===== config.mk =====
export PLATFORM = sky130hd
export DESIGN_NAME = ssh_banner_recognizer_unit
export DESIGN_NICKNAME = d
export VERILOG_FILES = /design/src/rtl/core/sbr_pkg.sv /design/src/rtl/core/ssh_banner_recognizer_unit.sv
export VERILOG_INCLUDE_DIRS = /design/src /design/src/rtl/core
export SDC_FILE = /design/constraint.sdc
export NUM_CORES = 1
export LEC_CHECK = 0
export ABC_AREA = 1
export BUFFER_PORTS_ARGS = -buffer_cell sky130_fd_sc_hd__buf_2
export CELL_PAD_IN_SITES_DETAIL_PLACEMENT = 0
export CELL_PAD_IN_SITES_GLOBAL_PLACEMENT = 1
export CORE_AREA = 4 4 114 116
export CTS_CLUSTER_DIAMETER = 100
export DETAILED_ROUTE_END_ITERATION = 10
export DIE_AREA = 0 0 118 120
export HOLD_SLACK_MARGIN = 0.02
export PLACE_DENSITY = 0.88
export SYNTH_ARGS = -nofsm -noshare
export SYNTH_HDL_FRONTEND = slang
export SYNTH_SLANG_ARGS = --single-unit

===== constraint.sdc =====
create_clock -name aclk -period 2.5 [get_ports aclk]
set_input_delay 0.5 -clock aclk [delete_from_list [all_inputs] [get_ports aclk]]
set_output_delay 0.5 -clock aclk [all_outputs]
set_load 0.005 [all_outputs]

===== src/rtl/core/ssh_banner_recognizer_unit_assert.svh =====
// Assertion helpers shared by the recognizer RTL.
`ifndef SSH_BANNER_RECOGNIZER_UNIT_ASSERT_SVH
`define SSH_BANNER_RECOGNIZER_UNIT_ASSERT_SVH

// Same-cycle implication, checked outside reset.
`define SBR_ASSERT_NOW(label, clk, rst_n, ante, cons, msg) \
    label: assert property (@(posedge clk) disable iff (!rst_n) (ante) |-> (cons)) \
        else $error(msg);

// Next-cycle implication, checked outside reset.
`define SBR_ASSERT_NEXT(label, clk, rst_n, ante, cons, msg) \
    label: assert property (@(posedge clk) disable iff (!rst_n) (ante) |=> (cons)) \
        else $error(msg);

`endif


===== src/rtl/core/sbr_pkg.sv =====
package sbr_pkg;

    // Longest software version text that is reported.
    localparam int MAX_LINE = 255;
    // Line position counter saturates here.
    localparam int POS_LIMIT = MAX_LINE + 8;
    localparam int POS_W = $clog2(POS_LIMIT + 1);
    localparam int SLEN_W = 8;

    localparam int HDR_LEN = 7;
    localparam int SW_OFFSET = 8;

    localparam logic [7:0] CHAR_S     = 8'h53;
    localparam logic [7:0] CHAR_H     = 8'h48;
    localparam logic [7:0] CHAR_DASH  = 8'h2D;
    localparam logic [7:0] CHAR_DOT   = 8'h2E;
    localparam logic [7:0] CHAR_0     = 8'h30;
    localparam logic [7:0] CHAR_1     = 8'h31;
    localparam logic [7:0] CHAR_2     = 8'h32;
    localparam logic [7:0] CHAR_9     = 8'h39;
    localparam logic [7:0] CHAR_CR    = 8'h0D;
    localparam logic [7:0] CHAR_LF    = 8'h0A;
    localparam logic [7:0] CHAR_SPACE = 8'h20;
    localparam logic [7:0] CHAR_TILDE = 8'h7E;

    localparam int VER_W = 2;
    localparam logic [VER_W-1:0] VER_UNKNOWN = 2'd0;
    localparam logic [VER_W-1:0] VER_ONE     = 2'd1;
    localparam logic [VER_W-1:0] VER_TWO     = 2'd2;

    typedef enum logic [1:0] {
        VERDICT_PENDING  = 2'd0,
        VERDICT_ACCEPTED = 2'd1,
        VERDICT_NOT_SSH  = 2'd2,
        VERDICT_IGNORED  = 2'd3
    } verdict_t;

    // Result item, packed from the lowest bit up: verdict, session_version,
    // old_version_alert, server_version_length, server_identified, both_done.
    typedef struct packed {
        logic                 pad;
        logic                 both_done;
        logic                 server_identified;
        logic [SLEN_W-1:0]    server_version_length;
        logic                 old_version_alert;
        logic [VER_W-1:0]     session_version;
        verdict_t             verdict;
    } result_t;

    // Checks one byte of the fixed "SSH-M.m" opening at the given offset.
    function automatic logic header_ok(input logic [2:0] pos, input logic [7:0] b);
        logic ok;
        ok = 1'b0;
        unique case (pos)
            3'd0:    ok = (b == CHAR_S);
            3'd1:    ok = (b == CHAR_S);
            3'd2:    ok = (b == CHAR_H);
            3'd3:    ok = (b == CHAR_DASH);
            3'd4:    ok = (b == CHAR_1) || (b == CHAR_2);
            3'd5:    ok = (b == CHAR_DOT);
            default: ok = (b >= CHAR_0) && (b <= CHAR_9);
        endcase
        return ok;
    endfunction

endpackage


===== src/rtl/core/ssh_banner_recognizer_unit.sv =====
// Recognizes the SSH identification lines of one TCP session. Each input item
// is one payload byte tagged with its direction; the block keeps a small set
// of state registers per direction (line position, first space, major and
// minor version flags, banner accepted) plus the combined session version and
// a reject flag. Every accepted byte yields exactly one result item. One byte
// is taken per clock cycle while the output is not stalled: the per-direction
// state update is a single short step, and the result is written to an output
// register in the cycle after the byte is accepted, so s_tready stays high
// whenever that register is empty or is being drained in the same cycle. Setting
// the session-clear flag in s_tuser on a byte clears all session state before
// that byte is processed.
`include "ssh_banner_recognizer_unit_assert.svh"

module ssh_banner_recognizer_unit
    import sbr_pkg::*;
(
    input  logic        aclk,
    input  logic        aresetn,

    input  logic        s_tvalid,
    output logic        s_tready,
    input  logic [7:0]  s_tdata,   // [7:0] data_byte
    input  logic [1:0]  s_tuser,   // [0] from_server, [1] session clear

    output logic        m_tvalid,
    input  logic        m_tready,
    // [1:0] verdict, [3:2] session_version, [4] old_version_alert,
    // [12:5] server_version_length, [13] server_identified, [14] both_done, [15] zero
    output logic [15:0] m_tdata
);

    logic [POS_W-1:0] line_pos_reg    [2];
    logic [POS_W-1:0] line_pos_next   [2];
    logic [POS_W-1:0] space_pos_reg   [2];
    logic [POS_W-1:0] space_pos_next  [2];
    logic [1:0]       passed_reg, passed_next;
    logic [1:0]       space_seen_reg, space_seen_next;
    logic [1:0]       major_one_reg, major_one_next;
    logic [1:0]       minor_nine_reg, minor_nine_next;
    logic [VER_W-1:0] version_reg, version_next;
    logic             rejected_reg, rejected_next;

    logic             out_valid_reg;
    result_t          result_reg, result_next;

    logic             s_fire;
    logic [7:0]       data_byte;
    logic             dir;
    logic             sess_clear;

    assign data_byte  = s_tdata;
    assign dir        = s_tuser[0];
    assign sess_clear = s_tuser[1];

    assign s_tready = !out_valid_reg || m_tready;
    assign s_fire   = s_tvalid && s_tready;
    assign m_tvalid = out_valid_reg;
    assign m_tdata  = result_reg;

    always_comb begin
        logic [POS_W-1:0] pos;
        logic [POS_W-1:0] endp;
        logic [POS_W-1:0] diff;
        logic [VER_W-1:0] line_ver;
        logic             is_eol;

        // Start from the current state, or from a cleared one on a new session.
        for (int i = 0; i < 2; i++) begin
            line_pos_next[i]  = sess_clear ? '0 : line_pos_reg[i];
            space_pos_next[i] = sess_clear ? '0 : space_pos_reg[i];
        end
        passed_next     = sess_clear ? '0 : passed_reg;
        space_seen_next = sess_clear ? '0 : space_seen_reg;
        major_one_next  = sess_clear ? '0 : major_one_reg;
        minor_nine_next = sess_clear ? '0 : minor_nine_reg;
        version_next    = sess_clear ? VER_UNKNOWN : version_reg;
        rejected_next   = sess_clear ? 1'b0 : rejected_reg;

        result_next = '0;
        result_next.verdict = VERDICT_PENDING;

        pos      = line_pos_next[dir];
        endp     = '0;
        diff     = '0;
        line_ver = VER_TWO;
        is_eol   = (data_byte == CHAR_CR) || (data_byte == CHAR_LF);

        if (rejected_next || passed_next[dir] || (&passed_next)) begin
            result_next.verdict = VERDICT_IGNORED;
        end else if (pos < POS_W'(HDR_LEN)) begin
            if (!header_ok(pos[2:0], data_byte)) begin
                rejected_next = 1'b1;
                result_next.verdict = VERDICT_NOT_SSH;
            end else begin
                if (pos == POS_W'(4)) begin
                    major_one_next[dir] = (data_byte == CHAR_1);
                end
                if (pos == POS_W'(6)) begin
                    minor_nine_next[dir] = (data_byte == CHAR_9);
                end
                line_pos_next[dir] = pos + 1'b1;
            end
        end else begin
            // The second minor digit must also be '9' for "1.99".
            if (pos == POS_W'(HDR_LEN) && data_byte != CHAR_9) begin
                minor_nine_next[dir] = 1'b0;
            end
            if (is_eol) begin
                if (major_one_next[dir] && !minor_nine_next[dir]) begin
                    line_ver = VER_ONE;
                end
                if (version_next != VER_ONE) begin
                    version_next = line_ver;
                end
                passed_next[dir] = 1'b1;
                result_next.verdict = VERDICT_ACCEPTED;
                result_next.old_version_alert = (version_next < VER_TWO);
                if (dir) begin
                    endp = space_seen_next[dir] ? space_pos_next[dir] : pos;
                    diff = (endp > POS_W'(SW_OFFSET)) ? endp - POS_W'(SW_OFFSET) : '0;
                    if (diff > POS_W'(MAX_LINE)) begin
                        diff = POS_W'(MAX_LINE);
                    end
                    result_next.server_version_length = diff[SLEN_W-1:0];
                end
            end else if (data_byte == CHAR_SPACE && !space_seen_next[dir]) begin
                space_seen_next[dir] = 1'b1;
                space_pos_next[dir]  = pos;
            end else if (data_byte < CHAR_SPACE || data_byte > CHAR_TILDE) begin
                rejected_next = 1'b1;
                result_next.verdict = VERDICT_NOT_SSH;
            end
            if (result_next.verdict == VERDICT_PENDING && pos < POS_W'(POS_LIMIT)) begin
                line_pos_next[dir] = pos + 1'b1;
            end
        end

        result_next.session_version   = version_next;
        result_next.server_identified = passed_next[1];
        result_next.both_done         = &passed_next;
    end

    always_ff @(posedge aclk) begin
        if (!aresetn) begin
            for (int i = 0; i < 2; i++) begin
                line_pos_reg[i]  <= '0;
                space_pos_reg[i] <= '0;
            end
            passed_reg     <= '0;
            space_seen_reg <= '0;
            major_one_reg  <= '0;
            minor_nine_reg <= '0;
            version_reg    <= VER_UNKNOWN;
            rejected_reg   <= 1'b0;
            out_valid_reg  <= 1'b0;
        end else begin
            if (s_fire) begin
                for (int i = 0; i < 2; i++) begin
                    line_pos_reg[i]  <= line_pos_next[i];
                    space_pos_reg[i] <= space_pos_next[i];
                end
                passed_reg     <= passed_next;
                space_seen_reg <= space_seen_next;
                major_one_reg  <= major_one_next;
                minor_nine_reg <= minor_nine_next;
                version_reg    <= version_next;
                rejected_reg   <= rejected_next;
            end
            if (s_fire) begin
                out_valid_reg <= 1'b1;
            end else if (m_tready) begin
                out_valid_reg <= 1'b0;
            end
        end
    end

    always_ff @(posedge aclk) begin
        if (s_fire) begin
            result_reg <= result_next;
        end
    end

    // Once a session is rejected, every further byte of it is ignored.
    `SBR_ASSERT_NEXT(a_reject_sticky, aclk, aresetn,
        s_fire && rejected_reg && !sess_clear,
        result_reg.verdict == VERDICT_IGNORED, "byte after reject not ignored")

    // A software version length is only reported with a server acceptance.
    `SBR_ASSERT_NOW(a_slen_on_accept, aclk, aresetn,
        out_valid_reg && result_reg.server_version_length != '0,
        result_reg.verdict == VERDICT_ACCEPTED && result_reg.server_identified,
        "version length outside server acceptance")

    // Both banners done implies the server banner was accepted.
    `SBR_ASSERT_NOW(a_both_has_server, aclk, aresetn,
        out_valid_reg && result_reg.both_done,
        result_reg.server_identified, "both_done without server banner")

    // The alert only accompanies an acceptance that leaves version 1.
    `SBR_ASSERT_NOW(a_alert_version, aclk, aresetn,
        out_valid_reg && result_reg.old_version_alert,
        result_reg.verdict == VERDICT_ACCEPTED && result_reg.session_version == VER_ONE,
        "alert without version one acceptance")

endmodule

After elaboration in Yosys (flattened, before gate mapping)
Memories as Yosys holds them, arrays and structs flattened.
Index checks and enable logic that the tools add are counted.
Storage, ports and cells
  flip-flop bits (word level): 27
  bits in latches: 0
  memory bits (writable): 36
  ROM bits: 0
  input bits: 14
  output and inout port bits: 18
  logic and storage cells: 181
  memories kept: 2
Operators by class
  $add $sub $neg: 2
  $mul: 0
  div/mod/pow operators: 0
  $lt $le $gt $ge: 13
  equal/unequal tests: 20
  shift-type cells: 0
  muxes and demuxes: 95
  bitwise operators: 11
  reduce and logical (&&, ||, !) cells: 25
Memory list
  line_pos_reg: words 2, bits a word 9, read ports 2, clocked after memory_dff 0, write ports 2, line ssh_banner_recognizer_unit.sv:32  | logic [POS_W-1:0] line_pos_reg [2];
  space_pos_reg: words 2, bits a word 9, read ports 2, clocked after memory_dff 0, write ports 2, line ssh_banner_recognizer_unit.sv:34  | logic [POS_W-1:0] space_pos_reg [2];
Operators with widths (number)
  2-to-1 mux 9 bit: 17
  2-to-1 mux 18 bit: 8
  2-to-1 mux 2 bit: 38
  == test 8 x 6 -> 1 bit, second input constant: 6
  bitwise mux 18 bit: 2
  == test 9 x 3 -> 1 bit, second input constant: 3
  2-to-1 mux 1 bit: 24
  == test 8 x 4 -> 1 bit, second input constant: 2
  == test 8 x 7 -> 1 bit, second input constant: 2
  adder 9 x 1 -> 9 bit, second input constant: 1
  demux 9 bit (select 1 bit): 1
  > comparator 9 x 4 -> 1 bit, second input constant: 1
  > comparator 9 x 8 -> 1 bit, second input constant: 1
  less-than comparator 9 x 3 -> 1 bit, second input constant: 1
  less-than comparator 9 bit, second input constant: 1
  subtractor 9 x 4 -> 9 bit, second input constant: 1
  greater-or-equal comparator 8 x 6 -> 1 bit, second input constant: 1
  > comparator 8 x 7 -> 1 bit, second input constant: 1
  less-or-equal comparator 8 x 6 -> 1 bit, second input constant: 1
  logical AND 1 bit: 8
  less-than comparator 8 x 6 -> 1 bit, second input constant: 1
  2-to-1 mux 8 bit: 1
  inequality test 8 x 6 -> 1 bit, second input constant: 1
  == test 3 x 2 -> 1 bit, second input constant: 2
  26 further kinds: 41

Depth between registers and ports, before layout
An unclocked memory read counts as a cell.
  word-level depth: 22
  gate-level depth with buffers: 21
  mapped depth without buffers: 19

Worst setup path after synthesis
No wires, ideal clock.
  path type: input to register
  from: in m_tready
  to: mem line_pos_reg[0][0] (netlist bit) (enable)
  setup time: 391 ps
  arrival time: 2094 ps
  required time: 2109 ps
  path slack: 15 ps
  cell stages on the path: 7
  buffers on the path: 1
  cell sequence: inv_1 -> nand2_1 -> nand2_1 -> inv_1 -> nor2_1 -> clkbuf_1 -> inv_1
RTL lines
  start, declared: line ssh_banner_recognizer_unit.sv:26  | input logic m_tready,
  end, declared: line ssh_banner_recognizer_unit.sv:32

Worst setup path in the final report
  from: in s_tuser[1]
  to: reg result_reg (netlist bit m_tdata[6]), data pin
On the way
  longest elaborated chain between the ends: 9
  elaborated cells between the ends (all ways): 28
RTL lines
  start, declared: line ssh_banner_recognizer_unit.sv:23  | input logic [1:0] s_tuser,
  2-to-1 mux 9 bit (on tied branches): line ssh_banner_recognizer_unit.sv:69, ssh_banner_recognizer_unit.sv:70
  2-to-1 mux 9 bit (on tied branches) (3 in a row): line ssh_banner_recognizer_unit.sv:82, ssh_banner_recognizer_unit.sv:119
  2-to-1 mux 9 bit: line ssh_banner_recognizer_unit.sv:119  | endp = space_seen_next[dir] ? space_pos_next[dir] : pos;
  subtractor 9 x 4 -> 9 bit / > comparator 9 x 4 -> 1 bit (equally long branches): line ssh_banner_recognizer_unit.sv:120  | diff = (endp > POS_W'(SW_OFFSET)) ? endp - POS_W'(SW_OFFSET) : '0;
  2-to-1 mux 9 bit: line ssh_banner_recognizer_unit.sv:120
  > comparator 9 x 8 -> 1 bit: line ssh_banner_recognizer_unit.sv:121  | if (diff > POS_W'(MAX_LINE)) begin
  2-to-1 mux 8 bit: line ssh_banner_recognizer_unit.sv:121
  end signal, assigned: line ssh_banner_recognizer_unit.sv:179  | result_reg <= result_next;
  end, declared: line ssh_banner_recognizer_unit.sv:44  | result_t result_reg, result_next;
Parallel ways exist; a longest one is shown, timed or not. The select of a mux whose other input is x is not followed.
A chain may end at the register's enable or synchronous reset.

==> flow_metrics.tcl <==
set metrics [dict create \
    clock-sinks 63 \
    die_h_um 120 \
    die_area_sq_um 14200 \
    cp-end-kind "flop" \
    grt_pass1_wl_um 21700 \
    ctsHtreeMaxLevel 3 \
    rsz0062_at_grt "no" \
    yosys.area.top_type "edfxtp_1" \
    finalHoldViolCount 0 \
    firstDrtPassIters 5 \
    clkTransAtPathRegs_ns 0.05 \
    antenna_found_initial 0 \
    drv_cap 0 \
    crit_type "input port to flop" \
    synth_common_cells "nand2_1, nor2_1, inv_1" \
    synth_xor_xnor_area_share_pct 0.542 \
    startpoint_type "input port" \
    numCtsBuffers 9 \
    fin_skew_ns 0.00996 \
    setup_viol_count_final 0 \
    crit_arrival_ns 2.33 \
    post_cts_buffers 0 \
    power.density_nw_per_um2 512 \
    drtIter0Drc 306 \
    synth-main-ff-cell "edfxtp_1" \
    yosys.cell_count.top_type "nand2_1" \
    postLayoutCellArea_sq_um 6000 \
    slew_viol_final 0 \
    avgSynthCellArea_sq_um 7.02 \
    portBuffers 30 \
    row_count 40 \
    post-route-period-util_pct 89.9 \
    drc_errors 0 \
    synth_top_family_by_area "simple AND/OR/NAND/NOR gates" \
    cts_max_path_buffers 2 \
    via_per_inst 5.06 \
    final.setup.tns_ns 0 \
    fp.coreArea_sq_um 11900 \
    worst_pin_slew_ns 0.527 \
    initial_utilization_pct 40.7 \
    peakVddDrop_mv 0.335 \
    io_pins 32 \
    max_slew_margin_pct 64.9 \
    worst-endpoint-required_ns 2.59 \
    postCtsResizedCells 0 \
    hold_buffers 0 \
    yosys_warnings 0 \
    outcome "finished clean" \
    synthToLayoutAreaGrowth_pct 23.8 \
    min_period_ns 2.25 \
    placed_area_sq_um 5730 \
    synth_compound_area_share_pct 17.9 \
    fmax_ghz 0.445 \
    yosys_register_bits 63 \
    drive_above_1_share_pct 25.5 \
    yosysSeqAreaShare_pct 36.6 \
    syn_inst 690 \
    final_core_util_pct 50.3 \
    preCtsSetupSlack_ns -0.0989 \
    n_antenna_cell 0 \
    p_total_uw 3070 \
    fillers 1164 \
    root_buffer "clkbuf_16" \
    track_usage_pct 19.0 \
    syn_area_sq_um 4840 \
    grt_pass1_vias 4492 \
    fin_ws_ns 0.251 \
    min_path_type "input port to flop" \
    worst-path-max-fanout 13 \
    ant_nets 0 \
    yosysUniqueCellTypes 47 \
    gr-total-overflow 0 \
    leakage_uw 0.00288 \
    cts_tree "done" \
    wl_um 13000 \
    vias 4780 \
    gp_congestion 0.846 \
    synth.area.top_cells "edfxtp_1, nand2_1, nor2_1" \
    synth_fp_nets 705 \
    muxShareOfSynthArea_pct 0 \
    synth-edff-count 51 \
    grt_max_degree 38 \
    synth_fa_ha_area_share_pct 0.258 \
    yosysTopAreaCellShare_pct 31.6 \
    async_flop_share_pct 0 \
    insertion_delay_ns 0.34 \
    die_w_um 118 \
    hpwl_um 9770 \
    nets 807 \
    synth-simple-area-share_pct 33.9 \
    wl_per_cell_um 13.8 \
]
-- placed cells by master (no fill, tap or decap), types with 5 or more instances in the layout --
master     Yosys  layout
nand2_1      221     221
buf_4          3      91
nor2_1        68      68
inv_1         65      65
edfxtp_1      51      51
nand3_1       44      44
o21ai_0       42      42
a21oi_1       32      32
buf_2         11      30
o21ai_1       14      14
nand2_2       13      13
dfxtp_1       12      12
o211ai_1      11      11
inv_2          9       9
clkbuf_16      0       9
a211oi_2       7       7
o21ai_2        7       7
nand4_1        6       6
nor2_2         6       6
o21a_1         5       5
inv_4          2       5
a31oi_1        5       5
buf_12         0       5
-- metrics by stage --
| stage | hold WS, ns | cells |
|---|---|---|
| floorplan | 0.426 | 690 |
| global placement | 0.437 | 928 |
| detailed placement | 0.441 | 928 |
| CTS | 0.413 | 944 |
| global route | 0.431 | 944 |
| finish | 0.422 | 944 |
-- routing by layer --
layer | wire, um | GRT usage [%] | up-vias
met5 | 0 | 0 | -
met4 | 109 | 4.10 | 0
met3 | 733 | 5.18 | 9
met2 | 5990 | 30.7 | 131
met1 | 6200 | 25.5 | 2160
li1 | - | - | 2480
-- worst paths after layout --
path | startpoint | to | slack, ns | cells after the start
max | s_tuser[1] | m_tdata[6] | 0.25 | 15
min reg2reg | major_one_reg[1] | major_one_reg[1] | 0.45 | 2
max reg2reg | line_pos_reg[0][4] | m_tdata[6] | 0.39 | 12
min | aresetn | m_tvalid | 0.42 | 3
-- final cells by class --
| class | instances | area [sq um] | share of cell area (%) |
|---|---|---|---|
| Timing Repair Buffer | 126 | 933 | 15.6 |
| Inverter | 77 | 294 | 4.90 |
| Multi-Input combinational cell | 515 | 2550 | 42.5 |
| Sequential cell | 63 | 1770 | 29.5 |
| Clock inverter | 6 | 33.8 | 0.563 |
| Clock buffer | 10 | 229 | 3.82 |
| Tap cell | 147 | 184 | 3.07 |
-- worst max-delay path, cell delays in order --
cell and delay [ns]:
buf_2 0.10, inv_2 0.12, buf_12 0.17, nand2_2 0.06, nor2_1 0.05, a21oi_2 0.15, inv_1 0.11, buf_4 0.14
o21ai_2 0.19, ha_1 0.20, nand3_1 0.11, o22ai_1 0.17, nand2_1 0.08, nand3_2 0.13, nor2_1 0.07
-- cells by family (layout without fill, tap and decap cells) --
group                    after synthesis  in the layout
AND/OR/NAND/NOR                      375            375
AO/OA/AOI/OAI                        135            135
buffers and inverters                112            219
flip-flops                            63             63
XOR/XNOR                               3              3
adder cells (fa/ha/maj)                1              1
other                                  1              1
-- where the power goes --
group	internal [uW]	leakage, uW	total (uW)	switching, uW
sequential	1200	0.000646	1220	21.4
combinational	287	0.00210	718	431
clock	666	0.000137	1140	470
total	2150	0.00288	3070	922
Note: power is estimated with default switching activity, not from simulation.
